File: src/hdl/ceod_pkg.sv
`default_nettype none
// ============================================================================
// ceod_pkg - shared types and constants for the colour edge outline block
// Line buffer geometry, register indexes, configuration and queue entry types.
// ============================================================================
package ceod_pkg;

	// line buffer geometry
	localparam int MAX_WIDTH = 2048;
	localparam int AW        = $clog2(MAX_WIDTH);
	localparam int DIM_W     = 12;

	// front/back queue
	localparam int QDEPTH = 4;
	localparam int QAW    = $clog2(QDEPTH);

	// stream widths
	localparam int IN_TDATA_W  = 32;
	localparam int OUT_TDATA_W = 56;

	// darkening limits
	localparam logic [8:0] STRENGTH_MAX = 9'd218;
	localparam logic [8:0] STRENGTH_OFF = 9'd2;

	// register indexes
	localparam logic [2:0] REG_FRAME_WIDTH    = 3'd0;
	localparam logic [2:0] REG_FRAME_HEIGHT   = 3'd1;
	localparam logic [2:0] REG_STRENGTH_Q8    = 3'd2;
	localparam logic [2:0] REG_EDGE_THRESHOLD = 3'd3;
	localparam logic [2:0] REG_PIXEL_ORDER    = 3'd4;

	typedef struct packed {
		logic [DIM_W-1:0] frame_width;
		logic [DIM_W-1:0] frame_height;
		logic [8:0]       strength_q8;
		logic [10:0]      edge_threshold;
	} cfg_t;

	// per-item control from the front
	typedef struct packed {
		logic [AW-1:0]    x;
		logic [DIM_W-1:0] y;
		logic             has_center;
		logic             has_self;
		logic             interior;
		logic             last;
	} ctl_t;

	// neighbourhood read from the line buffers
	typedef struct packed {
		logic [31:0] center;
		logic [31:0] right;
		logic [31:0] up;
		logic [31:0] down;
	} win_t;

	// one queued item: up to two results
	typedef struct packed {
		logic [31:0]      center_pix;
		logic [31:0]      self_pix;
		logic [AW-1:0]    x;
		logic [DIM_W-1:0] y;
		logic             has_center;
		logic             has_self;
		logic             last;
	} entry_t;

endpackage
`default_nettype wire

File: src/hdl/ceod_queue.sv
`default_nettype none
// ============================================================================
// ceod_queue - short queue between front and back
// Holds classified items until the back end loads their last result for output.
// ============================================================================
module ceod_queue import ceod_pkg::*; (
	input  wire logic   clk,
	input  wire logic   arst_n,
	input  wire logic   push,
	input  wire entry_t push_entry,
	input  wire logic   pop,
	output logic        head_valid,
	output entry_t      head,
	output logic [QAW:0] count
);

	entry_t         slots [QDEPTH];
	logic [QAW-1:0] wr_ptr_q, rd_ptr_q;

	always_ff @(posedge clk) begin
		if (push)
			slots[wr_ptr_q] <= push_entry;
	end

	// pointers and fill level
	always_ff @(posedge clk or negedge arst_n) begin
		if (!arst_n) begin
			wr_ptr_q <= '0;
			rd_ptr_q <= '0;
			count    <= '0;
		end else begin
			if (push)
				wr_ptr_q <= wr_ptr_q + QAW'(1);
			if (pop)
				rd_ptr_q <= rd_ptr_q + QAW'(1);
			count <= count + (QAW+1)'(push) - (QAW+1)'(pop);
		end
	end

	assign head_valid = count != '0;
	assign head       = slots[rd_ptr_q];

endmodule
`default_nettype wire

File: config.mk
export PLATFORM = sky130hd
export DESIGN_NAME = ceod_queue
export DESIGN_NICKNAME = d
export VERILOG_FILES = /design/src/hdl/ceod_pkg.sv /design/src/hdl/ceod_queue.sv
export SDC_FILE = /design/constraint.sdc
export NUM_CORES = 1
export LEC_CHECK = 0
export BUFFER_PORTS_ARGS = -buffer_cell sky130_fd_sc_hd__buf_2
export CORE_ASPECT_RATIO = 0.6
export CORE_UTILIZATION = 55
export DETAILED_ROUTE_END_ITERATION = 8
export PLACE_DENSITY = 0.79
export SLEW_MARGIN = 20
export SYNTH_ARGS = -nofsm -noshare
export SYNTH_HDL_FRONTEND = slang
export SYNTH_SLANG_ARGS = --single-unit
File: constraint.sdc
create_clock -name clk -period 4.16 [get_ports clk]
set_input_delay 0.208 -clock clk [delete_from_list [all_inputs] [get_ports clk]]
set_output_delay 0.208 -clock clk [all_outputs]
set_load 0.05 [all_outputs]
==> impl_metrics.toml <==
[drt]
wl_per_cell_um = 22.5
first_iter_violations = 417
remaining_drc_errors = 0
first_pass_iters = 4
dr_total_vias = 6420
totalWireLength_um = 25900
viasPerCell = 5.58
antenna_left = 0

[clock_network]
clockBufferDepth = 3
cts_num_sinks = 367
cts_root_buf = "clkbuf_16"
cts_tree = "done"
cts.clk_slew.worst_paths_ps = 70
clock_latency_ps = 560
postCtsSetupRepairBufs = 0
numCtsBuffers = 31
htreeDepth = 1

[sta]
slew_violations = 0
skew_ps = 6.31
hold_viol = 0
tns_ps = 0
layout_min_cycle_time_ps = 2990
worst_slack_ps = 1170
setup_viol = 0
rsz0062_at_grt = "no"
finalCritPeriodShare = 0.718
worst_pin_slew_ps = 1030
slew_headroom = 0.313
fmax_ghz = 0.335

[placed_design]
place_inst = 997
dp_hpwl_um = 15300
numPortBuffers = 187
place_area_um2 = 14700
place_congestion = 0.785
post-place-ws_ps = 1670

[global_routing]
grt_max_degree = 69
grtUsageTotal = 0.213
grt_pass1_vias = 6835
grt_overflow_total = 0
grt_pass1_wl_um = 39400
antenna_found_initial = 1

[logic_synthesis]
yosysSeqAreaShare = 0.821
syn_avg_cell_area_um2 = 26.6
yosys_warnings = 0
syn-cell-area_um2 = 13400
synth_nets = 604
ys_types = 15
synth-seq-cells = 367
syn_inst = 503

[setup_path]
required_ps = 3950
criticalPathCategory = "register to primary output"
cpPeakStageDelay_ps = 910
critical_path.cell_chain = "buf_4 > mux4_2 > buf_2"
cp_slowest_cell = "dfrtp_4"
critPathBufInv = 2
crit_path_end_kind = "primary output"
cp.arrival_ps = 2780
crit_fanout = 36
critPathTopFamily = "flip-flops"
start_kind = "register"

[run]
maxCapViolations = 0

[finish]
nets = 911
layout-drive-gt1-share = 0.411
layout_common_cells = "edfxtp_1, buf_2, dlygate4sd3_1"
final_cell_area_um2 = 16700
fillers = 1390
final_common_cell = "edfxtp_1"
stdcell_count = 1151
area_growth_pct = 24.7

[floorplan]
start_util = 0.570
die_area_um2 = 25000
die_w_um = 203
num_rows = 43
core_area_um2 = 23500
die_y_um = 123
ios = 188

[power_and_ir_drop]
seqPwrFrac = 0.400
power_density_nw_per_um2 = 786
p_leak_nw = 5.80
power.switching_w = 0.00503
combPwrFrac = 0.372
p_int_w = 0.00809
switching_share = 0.383
vdd_drop_max_mv = 0.499
clkPwrFrac = 0.227

[status]
status = "finished, final reports clean"

[hold_path]
hold_path_class = "input port to register"
-- worst register-to-register path, stage by stage, from the launching register on --
cell     delay [ps]
dfrtp_1         430
inv_1           100
ha_1            150
and2_4          780
buf_4           440
-- state kept, by name, summed over array words and instances, names as in the netlist --
signal and flops:
rd_ptr_q 2, slots 360, count 3, wr_ptr_q 2
-- power by group through the flow --
| stage | sequential [W] | combinational (W) | clock [W] |
|---|---|---|---|
| global route | 0.00533 | 0.00511 | 0.00317 |
| finish | 0.00525 | 0.00488 | 0.00298 |
| floorplan | 0.00512 | 0.00399 | 0 |
| global placement | 0.00529 | 0.00480 | 0 |
| detailed placement | 0.00534 | 0.00485 | 0 |
| CTS | 0.00527 | 0.00494 | 0.00303 |
-- stage by stage --
step | utilization | hold WS (ps) | power [W]
after global placement | 0.625 | 53.0 | 0.0101
after detailed placement | 0.625 | 55.5 | 0.0102
final | 0.711 | 397 | 0.0131
after global routing | 0.711 | 383 | 0.0136
after floorplan | - | -87.6 | 0.00911
after CTS | 0.711 | 376 | 0.0132
-- area by class of cell --
class / count / area, um2 / share of cell area
diodes: 2 / 5.00 / 0.000300
clock buffers: 33 / 783 / 0.0470
clock inverters: 24 / 270 / 0.0162
inverters: 6 / 22.5 / 0.00135
multi-input cells: 110 / 2220 / 0.133
flip-flops and latches: 367 / 11000 / 0.659
well taps: 315 / 394 / 0.0236
repair buffers: 294 / 1990 / 0.119
-- synth_stat cells --
cell type,n,area (um2)
mux4_2,90,2030
edfxtp_1,360,10800
nand2_1,2,7.51
xor2_1,2,17.5
buf_6,9,101
xnor2_1,3,26.3
o21ai_0,1,5.00
buf_2,10,50.1
or3_1,1,6.26
inv_1,6,22.5
ha_1,6,75.1
buf_4,1,7.51
fa_1,1,20.0
and2_1,4,25.0
dfrtp_1,7,175
-- routing by layer --
layer	GRT usage	routed length, um	vias up
met3	0.0552	1870	42
met4	0.0479	505	0
met2	0.352	12700	229
li1	-	-	2784
met5	0	0	-
met1	0.292	10700	3365
-- final timing paths --
path,startpoint,endpoint,slack [ps],depth (start not counted)
worst max-delay path,rd_ptr_q[0],head[36],1170,3
worst min-delay path,push_entry[72],slots[3][72],400,2
worst max register to register,wr_ptr_q[0],slots[0][61],1940,4
worst min register to register,wr_ptr_q[0],wr_ptr_q[0],540,1
max in group asynchronous,arst_n,rd_ptr_q[0],2700,4
min in group asynchronous,arst_n,count[0],540,3
-- repair_timing --
item                      CTS  global route
hold endpoints to repair  372             0
gates resized for setup     0             0
hold buffers               95             0
-- cells by family (layout without fill, tap and decap cells) --
group,after synthesis,count (layout),synth area share
XOR/XNOR,5,5,0.00327
AO/OA/AOI/OAI,1,1,0.000374
flip-flops,367,367,0.821
AND/OR/NAND/NOR,7,7,0.00290
other,0,2,0
multiplexers,90,90,0.152
adder cells (fa/ha/maj),7,7,0.00711
buffers and inverters,26,357,0.0136
Power figures use the tool's default switching activity.
