### config.mk
export PLATFORM = sky130hd
export DESIGN_NAME = ceod_edge
export DESIGN_NICKNAME = d
export VERILOG_FILES = /design/src/hdl/ceod_pkg.sv /design/src/hdl/ceod_edge.sv
export SDC_FILE = /design/constraint.sdc
export NUM_CORES = 1
export LEC_CHECK = 0
export BUFFER_PORTS_ARGS = -buffer_cell sky130_fd_sc_hd__buf_2
export CORE_ASPECT_RATIO = 0.5
export CORE_MARGIN = 2
export CORE_UTILIZATION = 35
export CTS_CLUSTER_DIAMETER = 100
export CTS_CLUSTER_SIZE = 24
export DETAILED_ROUTE_END_ITERATION = 6
export SETUP_SLACK_MARGIN = 0.02
export SLEW_MARGIN = 20
export SYNTH_ARGS = -nofsm -noshare
export SYNTH_HDL_FRONTEND = slang
export SYNTH_SLANG_ARGS = --single-unit
### constraint.sdc
create_clock -name clk -period 6.8 [get_ports clk]
set_clock_uncertainty 0.2 [all_clocks]
set_input_delay 0.34 -clock clk [delete_from_list [all_inputs] [get_ports clk]]
set_output_delay 0.34 -clock clk [all_outputs]
set_load 0.03 [all_outputs]
### src/hdl/ceod_pkg.sv
`default_nettype none
// ============================================================================
// ceod_pkg - shared types and constants for the colour edge outline block
// Line buffer geometry, register indexes, configuration and queue entry types.
// ============================================================================
package ceod_pkg;

	// line buffer geometry
	localparam int MAX_WIDTH = 2048;
	localparam int AW        = $clog2(MAX_WIDTH);
	localparam int DIM_W     = 12;

	// front/back queue
	localparam int QDEPTH = 4;
	localparam int QAW    = $clog2(QDEPTH);

	// stream widths
	localparam int IN_TDATA_W  = 32;
	localparam int OUT_TDATA_W = 56;

	// darkening limits
	localparam logic [8:0] STRENGTH_MAX = 9'd218;
	localparam logic [8:0] STRENGTH_OFF = 9'd2;

	// register indexes
	localparam logic [2:0] REG_FRAME_WIDTH    = 3'd0;
	localparam logic [2:0] REG_FRAME_HEIGHT   = 3'd1;
	localparam logic [2:0] REG_STRENGTH_Q8    = 3'd2;
	localparam logic [2:0] REG_EDGE_THRESHOLD = 3'd3;
	localparam logic [2:0] REG_PIXEL_ORDER    = 3'd4;

	typedef struct packed {
		logic [DIM_W-1:0] frame_width;
		logic [DIM_W-1:0] frame_height;
		logic [8:0]       strength_q8;
		logic [10:0]      edge_threshold;
	} cfg_t;

	// per-item control from the front
	typedef struct packed {
		logic [AW-1:0]    x;
		logic [DIM_W-1:0] y;
		logic             has_center;
		logic             has_self;
		logic             interior;
		logic             last;
	} ctl_t;

	// neighbourhood read from the line buffers
	typedef struct packed {
		logic [31:0] center;
		logic [31:0] right;
		logic [31:0] up;
		logic [31:0] down;
	} win_t;

	// one queued item: up to two results
	typedef struct packed {
		logic [31:0]      center_pix;
		logic [31:0]      self_pix;
		logic [AW-1:0]    x;
		logic [DIM_W-1:0] y;
		logic             has_center;
		logic             has_self;
		logic             last;
	} entry_t;

endpackage
`default_nettype wire

### src/hdl/ceod_edge.sv
`default_nettype none
// ============================================================================
// ceod_edge - edge test and darkening
// Sums the horizontal and vertical colour differences, then darkens the
// centre pixel on an edge and builds the queue entry.
// ============================================================================
module ceod_edge import ceod_pkg::*; (
	input  wire logic clk,
	input  wire logic arst_n,
	input  wire cfg_t cfg,
	input  wire logic valid_s1,
	input  wire win_t win_s1,
	input  wire ctl_t ctl_s1,
	output logic      push,
	output entry_t    entry
);

	function automatic logic [9:0] sad(input logic [31:0] a, input logic [31:0] b);
		logic [9:0] acc;
		logic [7:0] ca, cb;
		acc = '0;
		for (int i = 0; i < 3; i++) begin
			ca = a[8*i +: 8];
			cb = b[8*i +: 8];
			acc = acc + 10'((ca > cb) ? ca - cb : cb - ca);
		end
		return acc;
	endfunction

	logic [31:0] left_q;
	logic        valid_s2;
	logic [10:0] hs_s2, vs_s2;
	logic [31:0] center_s2, down_s2;
	ctl_t        ctl_s2;

	logic [8:0]  strength, scale;
	logic [10:0] peak;
	logic        is_edge;
	logic [31:0] dark;
	logic [16:0] prod [3];

	// left neighbour is the centre of the previous item
	always_ff @(posedge clk) begin
		if (valid_s1)
			left_q <= win_s1.center;
	end

	// stage 2: direction sums
	always_ff @(posedge clk) begin
		if (valid_s1) begin
			hs_s2     <= 11'(sad(win_s1.center, left_q)) + 11'(sad(win_s1.center, win_s1.right));
			vs_s2     <= 11'(sad(win_s1.center, win_s1.up)) + 11'(sad(win_s1.center, win_s1.down));
			center_s2 <= win_s1.center;
			down_s2   <= win_s1.down;
			ctl_s2    <= ctl_s1;
		end
	end

	always_ff @(posedge clk or negedge arst_n) begin
		if (!arst_n)
			valid_s2 <= 1'b0;
		else
			valid_s2 <= valid_s1;
	end

	// threshold and rounded per-channel scaling
	always_comb begin
		strength = (cfg.strength_q8 > STRENGTH_MAX) ? STRENGTH_MAX : cfg.strength_q8;
		scale = 9'd256 - strength;
		peak = (hs_s2 > vs_s2) ? hs_s2 : vs_s2;
		is_edge = ctl_s2.interior && (peak > cfg.edge_threshold);
		dark = 32'hFF00_0000;
		for (int i = 0; i < 3; i++) begin
			prod[i] = 17'(center_s2[8*i +: 8]) * 17'(scale) + 17'd128;
			dark[8*i +: 8] = prod[i][15:8];
		end
	end

	always_comb begin
		push             = valid_s2;
		entry.center_pix = is_edge ? dark : center_s2;
		entry.self_pix   = down_s2;
		entry.x          = ctl_s2.x;
		entry.y          = ctl_s2.y;
		entry.has_center = ctl_s2.has_center;
		entry.has_self   = ctl_s2.has_self;
		entry.last       = ctl_s2.last;
	end

endmodule
`default_nettype wire

==> metrics.txt <==
Avg Cell Area, Syn 8.884 um^2; Yosys warnings 0; Worst-path clk slew 0.06 ns; RD Place Congestion 0.9086; WL final 63.33 mm; Slew headroom 29.43%; Starting DRT DRC Count 1196; worst slew pin tran 1.059 ns; VDD IR max 631.2 uV; mux cell area share after synthesis 4.492%; RSZ-0062 raised after global routing true; total negative slack -0.03895 ns; Chip Width 357.7 um; Initial Utilization 35.60%; Mapped Cells 2464; CP Data Arrival Time 6.30 ns; vias per cell 4.959; pin count of the biggest net entering global routing 80; register area share after synthesis 15.61%; Power Dens Cells 430.7 nW/um^2; kind of critical path in -> out; crit path max fanout 5; first-pass GRT wire length 98.48 mm; MaxCap Viol Count 0; Tcrit/Tclk final 100.6%; Max Slew Vio Count 0; CTS tree done; clk_lat worst skew 0.47 ns; post-detail-place hpwl 52.20 mm; htree depth 4; main combinational cell family by area after synthesis adder cells; syn_nets 3230; # DRC 0; simple-gate share of the synthesized area 12.39%; Finished Cell Area 26620 um^2; via count 18270; Finished Layout Cells 3685; ys async rst share 0.8772%; chip height 180.8 um; failing checks negative setup slack; hold slack 0.02118 ns; ANT nets after route 0; Worst Hold Path EP center_s2[3]$_DFFE_PP_; GRT Resource Usage Total 19.63%; CTS Buf Count 17; fmax 146.2 MHz; mapped cell area 21890 um^2; Core Util, Final 43.28%; reg2reg path depth 24; drt first pass iters 5; total grt overflow 0; fin worst setup slack -0.03895 ns; Crit. End Element output pin; Nets 3600; CP max stage delay 0.49 ns; number of global-route vias before repair 18160; Yosys cell types 82; placed cell count 3542; Wirelength per Cell 17.19 um; highest-delay cell along the critical path fa_1; Setup violations, final 1; CP required 6.26 ns; Final Hold Viols 0; Worst R2R Start center_s2[17]$_DFFE_PP_; hold-critical path depth 1; reg-to-reg slack, setup 0.43 ns; compound-gate portion of the synthesized area 12.80%; Tmin final 6.839 ns; Port Buffer Count 252; I/O Pins 293; post-synthesis xor/xnor area fraction 6.116%; worst hold start win_s1[99]; Worst Hold Class in -> reg; leak pwr 13.28 nW; share of cells above drive strength 1 16.89%; Post-DP Area 24600 um^2; Adder-Cell Fraction of Synth Area 38.61%; initial antenna violation count 13; clk root buf clkbuf_16; FF+latch count, synth 114; reg-to-reg endpoint hs_s2[9]$_DFFE_PP_; Post-synth EDFFs 113; DIE AREA 64680 um^2; most frequent cell on the critical path fa_1; core area 61500 um^2; CTS sink cnt 114; top_reg_cell synth edfxtp_1; status finished, violations left; Layout area overhead 21.59%; Max Buffers Root-to-Sink 2; std cell rows 64; startpoint types primary input
==> per-layer routing <==
| layer | up-vias | global-route usage, % | part of all wire (%) |
|---|---|---|---|
| met4 | 0 | 5.657 | 1.7 |
| met5 | - | 0 | 0 |
| met1 | 8790 | 26.46 | 46 |
| met2 | 495 | 31.81 | 46 |
| met3 | 58 | 3.899 | 6.4 |
| li1 | 8930 | - | - |
==> synth_stat cells, types with 29 or more instances <==
master / count / area share (%)
inv_1: 458 / 7.9
ha_1: 378 / 22
nand2_1: 191 / 3.3
fa_1: 186 / 17
a21oi_1: 128 / 2.9
edfxtp_1: 113 / 16
nor2_1: 108 / 1.9
xnor2_1: 105 / 4.2
nor3_1: 71 / 1.6
mux2i_1: 69 / 3.2
and2_1: 66 / 1.9
o21ai_1: 58 / 1.3
xor2_1: 46 / 1.8
clkbuf_1: 40 / 0.69
a21o_1: 36 / 1.2
o21bai_1: 31 / 1.1
nand2b_1: 30 / 0.86
buf_4: 29 / 0.99
==> layout make-up <==
class	instances	area, um^2
Fill cell	5987	34880
Multi-Input combinational cell	1803	16750
Sequential cell	114	3418
Timing Repair Buffer	438	3003
Inverter	460	1727
Tap cell	825	1032
Clock buffer	18	429.2
Clock inverter	14	225.2
Antenna cell	13	32.53
==> cells in the final DEF (no fill, tap or decap), types with 95 or more instances in the layout <==
cell type / instances
inv_1: 450
ha_1: 367
buf_2: 241
nand2_1: 185
fa_1: 185
a21oi_1: 124
edfxtp_1: 113
nor2_1: 104
xnor2_1: 102
buf_4: 95
==> worst max-delay path, delay by kind of cell <==
| family | cells | cell delay (ns) |
|---|---|---|
| and+or+nand+nor | 6 | 1.08 |
| muxes | 1 | 0.32 |
| buffers and inverters | 8 | 0.76 |
| adders and majority gates | 6 | 2.29 |
| AOI/OAI and AO/OA | 8 | 1.09 |
| xor gates and xnor gates | 2 | 0.42 |
==> registers in the layout, indices dropped and copies added (netlist names) <==
register   cells
center_s2     32
ctl_s2         1
down_s2       32
entry         26
hs_s2         11
push           1
vs_s2         11
==> worst max path at each step <==
stage / start / endpoint
after CTS: cfg[15] / entry[73]
final: cfg[11] / entry[73]
after detailed placement: cfg[11] / entry[81]
after floorplan: cfg[11] / entry[73]
after global placement: cfg[11] / entry[81]
after global routing: cfg[11] / entry[73]
==> through the flow <==
stage / worst slack, ns / total power [mW]
after global routing: -0.3125 / 12.55
after floorplan: -0.04944 / 7.426
after detailed placement: -0.2230 / 9.870
final: -0.03895 / 11.46
after global placement: -0.1686 / 9.809
after CTS: -0.05896 / 11.09
==> logic make-up after synthesis <==
kind of cell,Yosys count
xor+xnor,152
flops,114
compound gates,428
fa+ha+maj,564
mux,95
simple gates,564
buf+inv,547
==> where the power goes <==
group / internal, mW / switching (mW)
clock: 0.656 / 0.412
sequential: 1.21 / 0.0839
combinational: 3.68 / 5.42
==> what timing repair did <==
item / in CTS / in global routing
buffers inserted: 9 / 10
setup endpoints to repair: 3 / 9
resized for setup: 13 / 65
pin swaps: 19 / 65
cloned: 1 / 0
endpoints found under the hold margin: 82 / 0
hold buffers: 83 / 0
(Power assumes the default switching activity.)
