==> src/hdl/ceod_pkg.sv <==
`default_nettype none
// ============================================================================
// ceod_pkg - shared types and constants for the colour edge outline block
// Line buffer geometry, register indexes, configuration and queue entry types.
// ============================================================================
package ceod_pkg;

	// line buffer geometry
	localparam int MAX_WIDTH = 2048;
	localparam int AW        = $clog2(MAX_WIDTH);
	localparam int DIM_W     = 12;

	// front/back queue
	localparam int QDEPTH = 4;
	localparam int QAW    = $clog2(QDEPTH);

	// stream widths
	localparam int IN_TDATA_W  = 32;
	localparam int OUT_TDATA_W = 56;

	// darkening limits
	localparam logic [8:0] STRENGTH_MAX = 9'd218;
	localparam logic [8:0] STRENGTH_OFF = 9'd2;

	// register indexes
	localparam logic [2:0] REG_FRAME_WIDTH    = 3'd0;
	localparam logic [2:0] REG_FRAME_HEIGHT   = 3'd1;
	localparam logic [2:0] REG_STRENGTH_Q8    = 3'd2;
	localparam logic [2:0] REG_EDGE_THRESHOLD = 3'd3;
	localparam logic [2:0] REG_PIXEL_ORDER    = 3'd4;

	typedef struct packed {
		logic [DIM_W-1:0] frame_width;
		logic [DIM_W-1:0] frame_height;
		logic [8:0]       strength_q8;
		logic [10:0]      edge_threshold;
	} cfg_t;

	// per-item control from the front
	typedef struct packed {
		logic [AW-1:0]    x;
		logic [DIM_W-1:0] y;
		logic             has_center;
		logic             has_self;
		logic             interior;
		logic             last;
	} ctl_t;

	// neighbourhood read from the line buffers
	typedef struct packed {
		logic [31:0] center;
		logic [31:0] right;
		logic [31:0] up;
		logic [31:0] down;
	} win_t;

	// one queued item: up to two results
	typedef struct packed {
		logic [31:0]      center_pix;
		logic [31:0]      self_pix;
		logic [AW-1:0]    x;
		logic [DIM_W-1:0] y;
		logic             has_center;
		logic             has_self;
		logic             last;
	} entry_t;

endpackage
`default_nettype wire

==> src/hdl/ceod_back.sv <==
`default_nettype none
// ============================================================================
// ceod_back - result sequencer and output register
// Emits the centre result of the row above (items below the first row) and,
// on the last row, the pixel itself for each queued item.
// ============================================================================
module ceod_back import ceod_pkg::*; (
	input  wire logic   clk,
	input  wire logic   arst_n,
	input  wire logic   head_valid,
	input  wire entry_t head,
	output logic        pop,
	output logic        m_tvalid,
	input  wire logic   m_tready,
	output logic [OUT_TDATA_W-1:0] m_tdata,
	output logic        m_tlast
);

	logic             phase_q;
	logic [31:0]      pix_q;
	logic [AW-1:0]    x_q;
	logic [DIM_W-1:0] y_q;
	logic             load, both, emit, emit_self;

	always_comb begin
		load      = !m_tvalid || m_tready;
		both      = head.has_center && head.has_self;
		emit      = head_valid && (phase_q || head.has_center || head.has_self);
		emit_self = phase_q || !head.has_center;
		pop       = load && head_valid && !(!phase_q && both);
	end

	// output register and phase within the head item
	always_ff @(posedge clk or negedge arst_n) begin
		if (!arst_n) begin
			m_tvalid <= 1'b0;
			phase_q  <= 1'b0;
		end else if (load) begin
			m_tvalid <= emit;
			if (head_valid)
				phase_q <= !phase_q && both;
		end
	end

	always_ff @(posedge clk) begin
		if (load && emit) begin
			if (emit_self) begin
				pix_q   <= head.self_pix;
				y_q     <= head.y;
				m_tlast <= head.last;
			end else begin
				pix_q   <= head.center_pix;
				y_q     <= head.y - DIM_W'(1);
				m_tlast <= 1'b0;
			end
			x_q <= head.x;
		end
	end

	assign m_tdata = {(OUT_TDATA_W-32-AW-DIM_W)'(0), y_q, x_q, pix_q};

endmodule
`default_nettype wire

==> config.mk <==
export PLATFORM = sky130hd
export DESIGN_NAME = ceod_back
export DESIGN_NICKNAME = d
export VERILOG_FILES = /design/src/hdl/ceod_pkg.sv /design/src/hdl/ceod_back.sv
export SDC_FILE = /design/constraint.sdc
export NUM_CORES = 1
export LEC_CHECK = 0
export ABC_AREA = 0
export BUFFER_PORTS_ARGS = -buffer_cell sky130_fd_sc_hd__buf_2
export CORE_ASPECT_RATIO = 0.75
export CORE_UTILIZATION = 46
export CTS_CLUSTER_SIZE = 30
export DETAILED_ROUTE_END_ITERATION = 7
export GPL_TIMING_DRIVEN = 1
export PLACE_DENSITY = 0.93
export SYNTH_ARGS = -nofsm -noshare
export SYNTH_HDL_FRONTEND = slang
export SYNTH_SLANG_ARGS = --single-unit
==> constraint.sdc <==
create_clock -name clk -period 8.4 [get_ports clk]
set_input_delay 0.84 -clock clk [delete_from_list [all_inputs] [get_ports clk]]
set_output_delay 0.84 -clock clk [all_outputs]
set_load 0.01 [all_outputs]
==> metrics.yaml, run 1 <==
yosys:
  synth-warning-count: 0
  ys_top_cells_by_area: "edfxtp_1 (68%), nand2_1 (15%), xor2_1 (3.2%)"
  synth_cell_types: 30
  syn_nets: 303
  synthMostInstantiatedCell: "nand2_1"
  syn_area_sq_um: 2480
  synth-seq-area-share_pct: 69.8
  async_reset_ff_share_pct: 3.45
  yosysTopAreaCellShare_pct: 67.8
  netlist_instances: 208
  synth-seq-cells: 58
  synth_common_cells: "nand2_1 (99), edfxtp_1 (56), xor2_1 (9)"
  synth_ff_type: "edfxtp_1"
  synth-edff-count: 56
  synth.avg_cell_area_sq_um: 11.9
  yosysTopAreaCell: "edfxtp_1"
place:
  io_buffers: 151
  hpwl_mm: 4.12
  gp_congestion: 0.730
  pre_cts_ws_ns: 5.87
clocking:
  htreeDepth: 3
  cts_tree: "built"
  hold_buffers: 0
  numCtsBuffers: 9
  clk_pin_slew_ns: 0.07
  root_buffer: "clkbuf_8"
  postCtsSetupRepairBufs: 0
  clock_sinks: 58
  clk_latency_ns: 0.33
  cts_buffer_depth: 2
  cts_resized: 0
worst_hold_path:
  hold_path.class: "input port to async pin"
setup_path:
  worst-path-buf-inv: 3
  endpoint_kind: "output pin"
  path_depth: 5
  crit_fanout: 36
  worstReg2RegEnd: "x_q[6]$_DFFE_PP_"
  cp-startpoint: "head[2]"
  crit_path_frequent_cell: "buf_2"
  ff2ff_path_depth: 4
  crit_family: "buffers and inverters"
  cp_data_arrival_time_ns: 1.70
  r2r_slack_ns: 6.70
  critPathKind: "input port to output pin"
  critPathMaxStageDelay_ns: 0.34
  crit_chain: "buf_2 > nor2b_2 > buf_4 > a21oi_1 > buf_2"
  cp-endpoint: "pop"
  slowest_stage: "buf_4"
  worst-endpoint-required_ns: 7.56
  r2r_start: "m_tvalid$_DFFE_PN0N_"
  startpoint_type: "input port"
global_route:
  antenna_found_initial: 0
  grt_max_degree: 57
  grt-ovfl-total: 0
  grt_usage_pct: 19.3
  grt_pass1_wl_mm: 7.87
  grt_pass1_vias: 1742
run_status:
  status: "finished, final reports clean"
floorplanning:
  die_w_um: 86.8
  core_sq_um: 5040
  initial_utilization_pct: 49.3
  ios: 153
  dieArea_sq_um: 5690
  die_h_um: 65.6
  rows: 22
power:
  p_leak_nw: 1.70
  ir_worst_vdd_uv: 140
  p_switching_uw: 170
  seqPwrFrac_pct: 48.6
  p_int_uw: 555
  p_per_area_nw_per_um2: 206
  pwr-share-clk_pct: 37.2
  p_sw_share_pct: 23.5
  pwr-share-comb_pct: 14.3
sta:
  worstMarginPinSlew_ns: 0.689
  timing.slew.headroom_pct: 54.1
  fin_ws_ns: 5.86
  finalHoldViolCount: 0
  setup_tns_ns: 0
  post-route-period-util_pct: 30.2
  finClkSkew_ns: 0.00782
  max_freq_ghz: 0.394
  finalSetupViolCount: 0
  rsz0062_at_grt: "no"
  maxSlewViolCount: 0
  fin_crit_ns: 2.54
cells_and_area:
  num_antenna_cells: 0
  area_growth_pct: 42.1
  fin_nets: 458
  fillCellCount: 398
  drive_above_1_share_pct: 48.6
route:
  drt_wl_total_mm: 5.42
  drtIter0Drc: 68
  route.detailed.drc: 0
  wl_per_cell_um: 12.3
  vias: 2019
  dr.pass1.iters: 4
  antenna_left: 0
  via_per_inst: 4.59
flow_run:
  drv_cap: 0
-- state kept, by name, summed over array words and instances (netlist names) --
name,flops
m_tlast,1
m_tvalid,1
pix_q,32
phase_q,1
y_q,12
x_q,11
-- power groups by stage --
stage | sequential (mW) | combinational (mW) | clock, mW
global placement | 0.357 | 0.101 | 0
finish | 0.352 | 0.104 | 0.269
floorplan | 0.371 | 0.0403 | 0
global route | 0.354 | 0.114 | 0.291
detailed placement | 0.359 | 0.105 | 0
CTS | 0.352 | 0.105 | 0.277
-- per-layer routing --
| metal | up-vias | wire (um) | track usage, % |
|---|---|---|---|
| li1 | 1012 | - | - |
| met1 | 917 | 2060 | 20.0 |
| met2 | 88 | 2900 | 34.7 |
| met3 | 2 | 454 | 10.2 |
| met4 | 0 | 10 | 4.38 |
| met5 | - | 0 | 0 |
-- cell type report --
class	count	area (sq um)	share of cell area (%)
clock buffers	10	128	3.62
clock inverters	6	81.3	2.31
inverters	3	11.3	0.319
multi-input cells	137	706	20.0
flip-flops and latches	58	1730	49.1
well taps	72	90.1	2.56
repair buffers	154	778	22.1
-- worst min-delay path by stage --
stage	depth (start not counted)	slack (ns)	endpoint
final	1	0.28	phase_q$_DFFE_PN0P_
after global routing	1	0.25	phase_q$_DFFE_PN0P_
after CTS	1	0.26	m_tvalid$_DFFE_PN0N_
after detailed placement	2	0.57	m_tvalid$_DFFE_PN0N_
after global placement	2	0.52	m_tvalid$_DFFE_PN0N_
after floorplan	0	0.54	m_tvalid$_DFFE_PN0N_
-- layout by cell type, fill, tap and decap left out, drive strengths merged, types with 3 or more instances in the layout --
cell,n
clkinv,3
nor3,3
nand2,99
edfxtp,56
xor2,9
clkbuf,10
buf,154
nor4,5
nor2,3
inv,3
-- logic make-up (layout without fill, tap and decap cells) --
group | count (synthesis) | after routing | synth area share, %
AOI/OAI and AO/OA | 4 | 4 | 1.01
xor gates and xnor gates | 11 | 11 | 3.88
adders and majority gates | 1 | 1 | 0.504
buffers and inverters | 13 | 173 | 2.17
DFF | 58 | 58 | 69.8
other | 1 | 1 | 0.151
and+or+nand+nor | 120 | 120 | 22.5
-- per-stage QoR --
stage               hold WS (ns)  util (%)  area, sq um  total power, mW  cells
finish                     0.278      70.0         3530            0.725    440
floorplan                  0.537         -         2480            0.412    208
CTS                        0.261      70.0         3530            0.735    440
global placement           0.524      65.8         3320            0.459    424
global route               0.254      70.0         3530            0.759    440
detailed placement         0.567      65.8         3320            0.464    424
No activity file was read; power rests on OpenSTA's default activity.
==> inputs of run 2 (changes only) <==
Settings changed: ABC_AREA 0 to 1, CORE_UTILIZATION 46 to 39, PLACE_DENSITY 0.93 to 0.84.
Clock period 8.4 ns to 2.19 ns, I/O delays scaled along.
==> metrics.yaml, run 2 <==
yosys:
  synth-warning-count: 0
  synth-seq-cells: 58
  synth_ff_type: "edfxtp_1"
  syn_area_sq_um: 2520
  synth_common_cells: "nand2_1 (121), edfxtp_1 (56), inv_1 (14)"
  ys_top_cells_by_area: "edfxtp_1 (67%), nand2_1 (18%), inv_1 (2.1%)"
  synth-seq-area-share_pct: 68.8
  yosysTopAreaCellShare_pct: 66.8
  async_reset_ff_share_pct: 3.45
  synth-edff-count: 56
  syn_nets: 334
  yosysTopAreaCell: "edfxtp_1"
  synthMostInstantiatedCell: "nand2_1"
  synth_cell_types: 22
  synth.avg_cell_area_sq_um: 10.5
  netlist_instances: 239
global_route:
  grt_pass1_wl_mm: 9.47
  antenna_found_initial: 0
  grt_usage_pct: 18.8
  grt_max_degree: 57
  grt-ovfl-total: 0
  grt_pass1_vias: 2040
power:
  pwr-share-clk_pct: 36.0
  seqPwrFrac_pct: 48.2
  p_int_mw: 2.16
  p_switching_uw: 702
  ir_worst_vdd_uv: 403
  pwr-share-comb_pct: 15.8
  p_per_area_nw_per_um2: 800
  p_sw_share_pct: 24.5
  total_power_mw: 2.86
  p_leak_nw: 1.78
sta:
  finalHoldViolCount: 0
  timing.slew.headroom_pct: 58.9
  rsz0062_at_grt: "no"
  setup_tns_ns: 0
  worstMarginPinSlew_ns: 0.611
  finalSetupViolCount: 0
  max_freq_ghz: 0.536
  maxSlewViolCount: 0
  finClkSkew_ns: 0.00496
  fin_crit_ns: 1.87
  post-route-period-util_pct: 85.2
cells_and_area:
  area_growth_pct: 42.1
  regMostFlops: "pix_q"
  num_antenna_cells: 0
  largest_registers: "pix_q x32, y_q x12, x_q x11"
  mostFrequentLayoutCells: "buf_2 (151), nand2_1 (121), edfxtp_1 (56)"
  fin_nets: 492
  drive_above_1_share_pct: 43.6
  largest_reg_flops: 32
  final_common_cell: "buf_2"
  design_area_sq_um: 3580
floorplanning:
  core_sq_um: 6010
  die_w_um: 94.8
  die_h_um: 71.6
  rows: 24
  dieArea_sq_um: 6780
  initial_utilization_pct: 41.9
  ios: 153
setup_path:
  endpoint_kind: "output pin"
  r2r_start: "m_tvalid$_DFFE_PN0N_"
  cp_data_arrival_time_ns: 1.65
  worst-endpoint-required_ns: 1.97
  critPathKind: "flop to output pin"
  cp-startpoint: "phase_q$_DFFE_PN0P_"
  crit_fanout: 29
  startpoint_type: "flop"
clocking:
  clk_pin_slew_ns: 0.06
  clk_latency_ns: 0.33
  numCtsBuffers: 9
  cts_buffer_depth: 2
  htreeDepth: 3
  clock_sinks: 58
  cts_tree: "built"
  root_buffer: "clkbuf_8"
route:
  via_per_inst: 4.41
  vias: 2113
  wl_per_cell_um: 12.6
  route.detailed.drc: 0
  drtIter0Drc: 85
  antenna_left: 0
  drt_wl_total_mm: 6.04
  dr.pass1.iters: 4
flow_run:
  drv_cap: 0
place:
  dpl_cell_area_sq_um: 3360
  gp_congestion: 0.833
  hpwl_mm: 4.38
  io_buffers: 151
worst_hold_path:
  worstHoldStart: "head[21]"
  hold_path.class: "input port to flop"
run_status:
  status: "finished, final reports clean"
==> run 2: changes by cell type in the layout (fill, tap and decap cells not counted), sizes merged, moves of 2 or more <==
cell    delta
nand2     +23
or4        -2
xor2       -6
nor4       -5
nor2      +11
inv       +13
nand3b     +2
nand3      +6
nand2b     -2
==> run 2: power by group through the flow <==
stage          logic [mW]  clock network (mW)  registers [mW]
6_report            0.451                1.03            1.38
5_1_grt             0.507                1.10            1.39
4_1_cts             0.457                1.06            1.38
3_5_place_dp        0.454                   0            1.40
3_3_place_gp        0.439                   0            1.40
2_1_floorplan       0.178                   0            1.46
==> run 2: layout make-up <==
type | count | area, sq um
clock inverters | 6 | 82.6
inverters | 16 | 60.1
flip-flops and latches | 58 | 1730
repair buffers | 154 | 793
clock buffers | 9 | 124
fillers | 552 | 2430
well taps | 78 | 97.6
multi-input cells | 158 | 687
==> run 2: logic make-up after synthesis <==
family	Yosys count	share of synthesized area, %
xor gates and xnor gates	4	1.39
DFF	58	68.8
buffers and inverters	23	4.18
and+or+nand+nor	147	23.9
AOI/OAI and AO/OA	5	1.04
other	1	0.149
adders and majority gates	1	0.497
==> run 2: layer usage <==
layer | part of all wire (%) | global-route usage, % | wire length, um | up-vias
li1 | - | - | - | 1087
met1 | 43 | 21.4 | 2590 | 927
met4 | 0.56 | 5.39 | 34 | 0
met2 | 48 | 31.8 | 2890 | 94
met5 | 0 | 0 | 0 | -
met3 | 8.8 | 8.70 | 532 | 5
==> run 2: metrics by stage <==
step / hold slack, ns / utilization, % / setup slack (ns) / std cells
finish: 0.0658 / 59.5 / 0.324 / 479
CTS: 0.0452 / 59.5 / 0.322 / 479
global placement: 0.00677 / 55.9 / 0.720 / 463
floorplan: -0.0766 / - / 0.226 / 239
global route: 0.0370 / 59.5 / 0.224 / 479
detailed placement: 0.00974 / 55.9 / 0.696 / 463
==> run 2: path summary, 6_finish.rpt <==
path                                   endpoint  slack (ns)  cells after the start
max                                         pop        0.32                      4
min reg2reg                m_tvalid$_DFFE_PN0N_        0.57                      2
max reg2reg                    y_q[9]$_DFFE_PP_        0.67                      4
max in group asynchronous  m_tvalid$_DFFE_PN0N_        1.89                      2
min in group asynchronous   phase_q$_DFFE_PN0P_        0.20                      2
min                            x_q[6]$_DFFE_PP_        0.07                      1
==> run 2: repair_timing <==
item | 4_1_cts | 5_1_grt
endpoints found under the hold margin | 2 | 0
setup buffers | 0 | 0
resized for setup | 0 | 0
hold buffers | 1 | 0
==> run 2: critical path: stages (launching register included) <==
cell and delay, ns:
dfrtp_1 0.45, nor2_8 0.21, buf_4 0.31, a21oi_1 0.15
buf_2 0.18
==> inputs of run 3 (changes only) <==
Settings changed: CORE_MARGIN set to 2, PLACE_DENSITY 0.84 to 0.86.
==> metrics.yaml, run 3 (synthesis results as in run 2) <==
route:
  antenna_left: 0
  route.detailed.drc: 0
  vias: 2164
  drt_wl_total_mm: 5.96
  drtIter0Drc: 84
  dr.pass1.iters: 4
  via_per_inst: 4.47
  wl_per_cell_um: 12.3
clocking:
  cts_tree: "built"
  clk_pin_slew_ns: 0.07
  cts_buffer_depth: 2
  htreeDepth: 3
  cts_resized: 0
  root_buffer: "clkbuf_8"
  postCtsSetupRepairBufs: 0
  clock_sinks: 58
  clk_latency_ns: 0.33
  numCtsBuffers: 9
sta:
  holdWs_ns: 0.0577
  fin_crit_ns: 1.87
  finClkSkew_ns: 0.00826
  timing.slew.headroom_pct: 60.1
  maxSlewViolCount: 0
  finalSetupViolCount: 0
  worstMarginPinSlew_ns: 0.592
  setup_tns_ns: 0
  finalHoldViolCount: 0
  post-route-period-util_pct: 85.4
  max_freq_ghz: 0.535
  rsz0062_at_grt: "no"
place:
  io_buffers: 151
  gp_congestion: 0.898
  hpwl_mm: 4.51
cells_and_area:
  area_growth_pct: 42.5
  largest_registers: "pix_q x32, y_q x12, x_q x11"
  fin_nets: 493
  final_core_util_pct: 57.3
  mostFrequentLayoutCells: "buf_2 (151), nand2_1 (121), edfxtp_1 (56)"
  largest_reg_flops: 32
  regMostFlops: "pix_q"
  final_common_cell: "buf_2"
  num_antenna_cells: 0
  drive_above_1_share_pct: 43.9
worst_hold_path:
  whs_path_depth: 1
  hold_path.class: "input port to flop"
  worstHoldEndpoint: "x_q[10]$_DFFE_PP_"
  worstHoldStart: "head[25]"
power:
  p_per_area_nw_per_um2: 806
  ir_worst_vdd_uv: 525
  p_leak_nw: 1.78
global_route:
  antenna_found_initial: 0
  grt_pass1_wl_mm: 9.50
  grt_pass1_vias: 2040
  grt_max_degree: 36
  grt_usage_pct: 17.1
  grt-ovfl-total: 0
setup_path:
  worst-endpoint-required_ns: 1.97
  startpoint_type: "flop"
  cp-startpoint: "phase_q$_DFFE_PN0P_"
  worstReg2RegEnd: "y_q[1]$_DFFE_PP_"
  crit_fanout: 19
  r2r_slack_ns: 0.63
  cp_data_arrival_time_ns: 1.65
  ff2ff_path_depth: 4
  critPathKind: "flop to output pin"
  endpoint_kind: "output pin"
  r2r_start: "phase_q$_DFFE_PN0P_"
run_status:
  status: "finished, final reports clean"
floorplanning:
  rows: 25
  die_h_um: 73.6
  ios: 153
  core_sq_um: 6260
  die_w_um: 96.8
  initial_utilization_pct: 40.2
  dieArea_sq_um: 7120
flow_run:
  drv_cap: 0
run 3: final cells by class:
class | count | area, sq um
repair buffers | 155 | 788
clock buffers | 9 | 124
fillers | 556 | 2670
well taps | 81 | 101
clock inverters | 7 | 92.6
flip-flops and latches | 58 | 1730
multi-input cells | 158 | 687
inverters | 16 | 60.1
run 3: worst max-delay path, stage by stage, from the launching register on:
cell	delay, ns
dfrtp_1	0.46
nor2_8	0.29
buf_4	0.28
a21oi_1	0.11
buf_2	0.18
run 3: how the worst max path moves through the flow:
stage	end	slack, ns
after floorplan	m_tlast$_SDFFCE_PP0P_	0.23
after global placement	y_q[1]$_DFFE_PP_	0.71
after detailed placement	y_q[1]$_DFFE_PP_	0.62
after CTS	pop	0.29
after global routing	pop	0.20
final	pop	0.32
run 3: metal layers:
layer	track usage [%]	vias to the layer above	share of wire, %
met2	27.9	111	46
met5	0	-	0
met3	5.99	12	9.7
li1	-	1090	-
met1	20.6	951	42
met4	8.29	0	2.0
run 3: report_power, final:
group / switching (mW) / internal (mW) / total, mW
clock network: 0.427 / 0.637 / 1.06
logic: 0.268 / 0.179 / 0.447
registers: 0.0278 / 1.35 / 1.38
run 3: repair_timing:
item                                    4_1_cts  5_1_grt
endpoints found under the setup margin        0        0
hold buffers                                  1        0
endpoints found under the hold margin         2        0
run 3: metrics by stage:
step / cell area, sq um / cells / setup slack, ns / power (mW)
finish: 3580 / 484 / 0.319 / 2.89
global route: 3580 / 484 / 0.198 / 3.03
CTS: 3580 / 484 / 0.292 / 2.93
detailed placement: 3360 / 467 / 0.621 / 1.85
global placement: 3360 / 467 / 0.714 / 1.83
floorplan: 2520 / 239 / 0.226 / 1.63
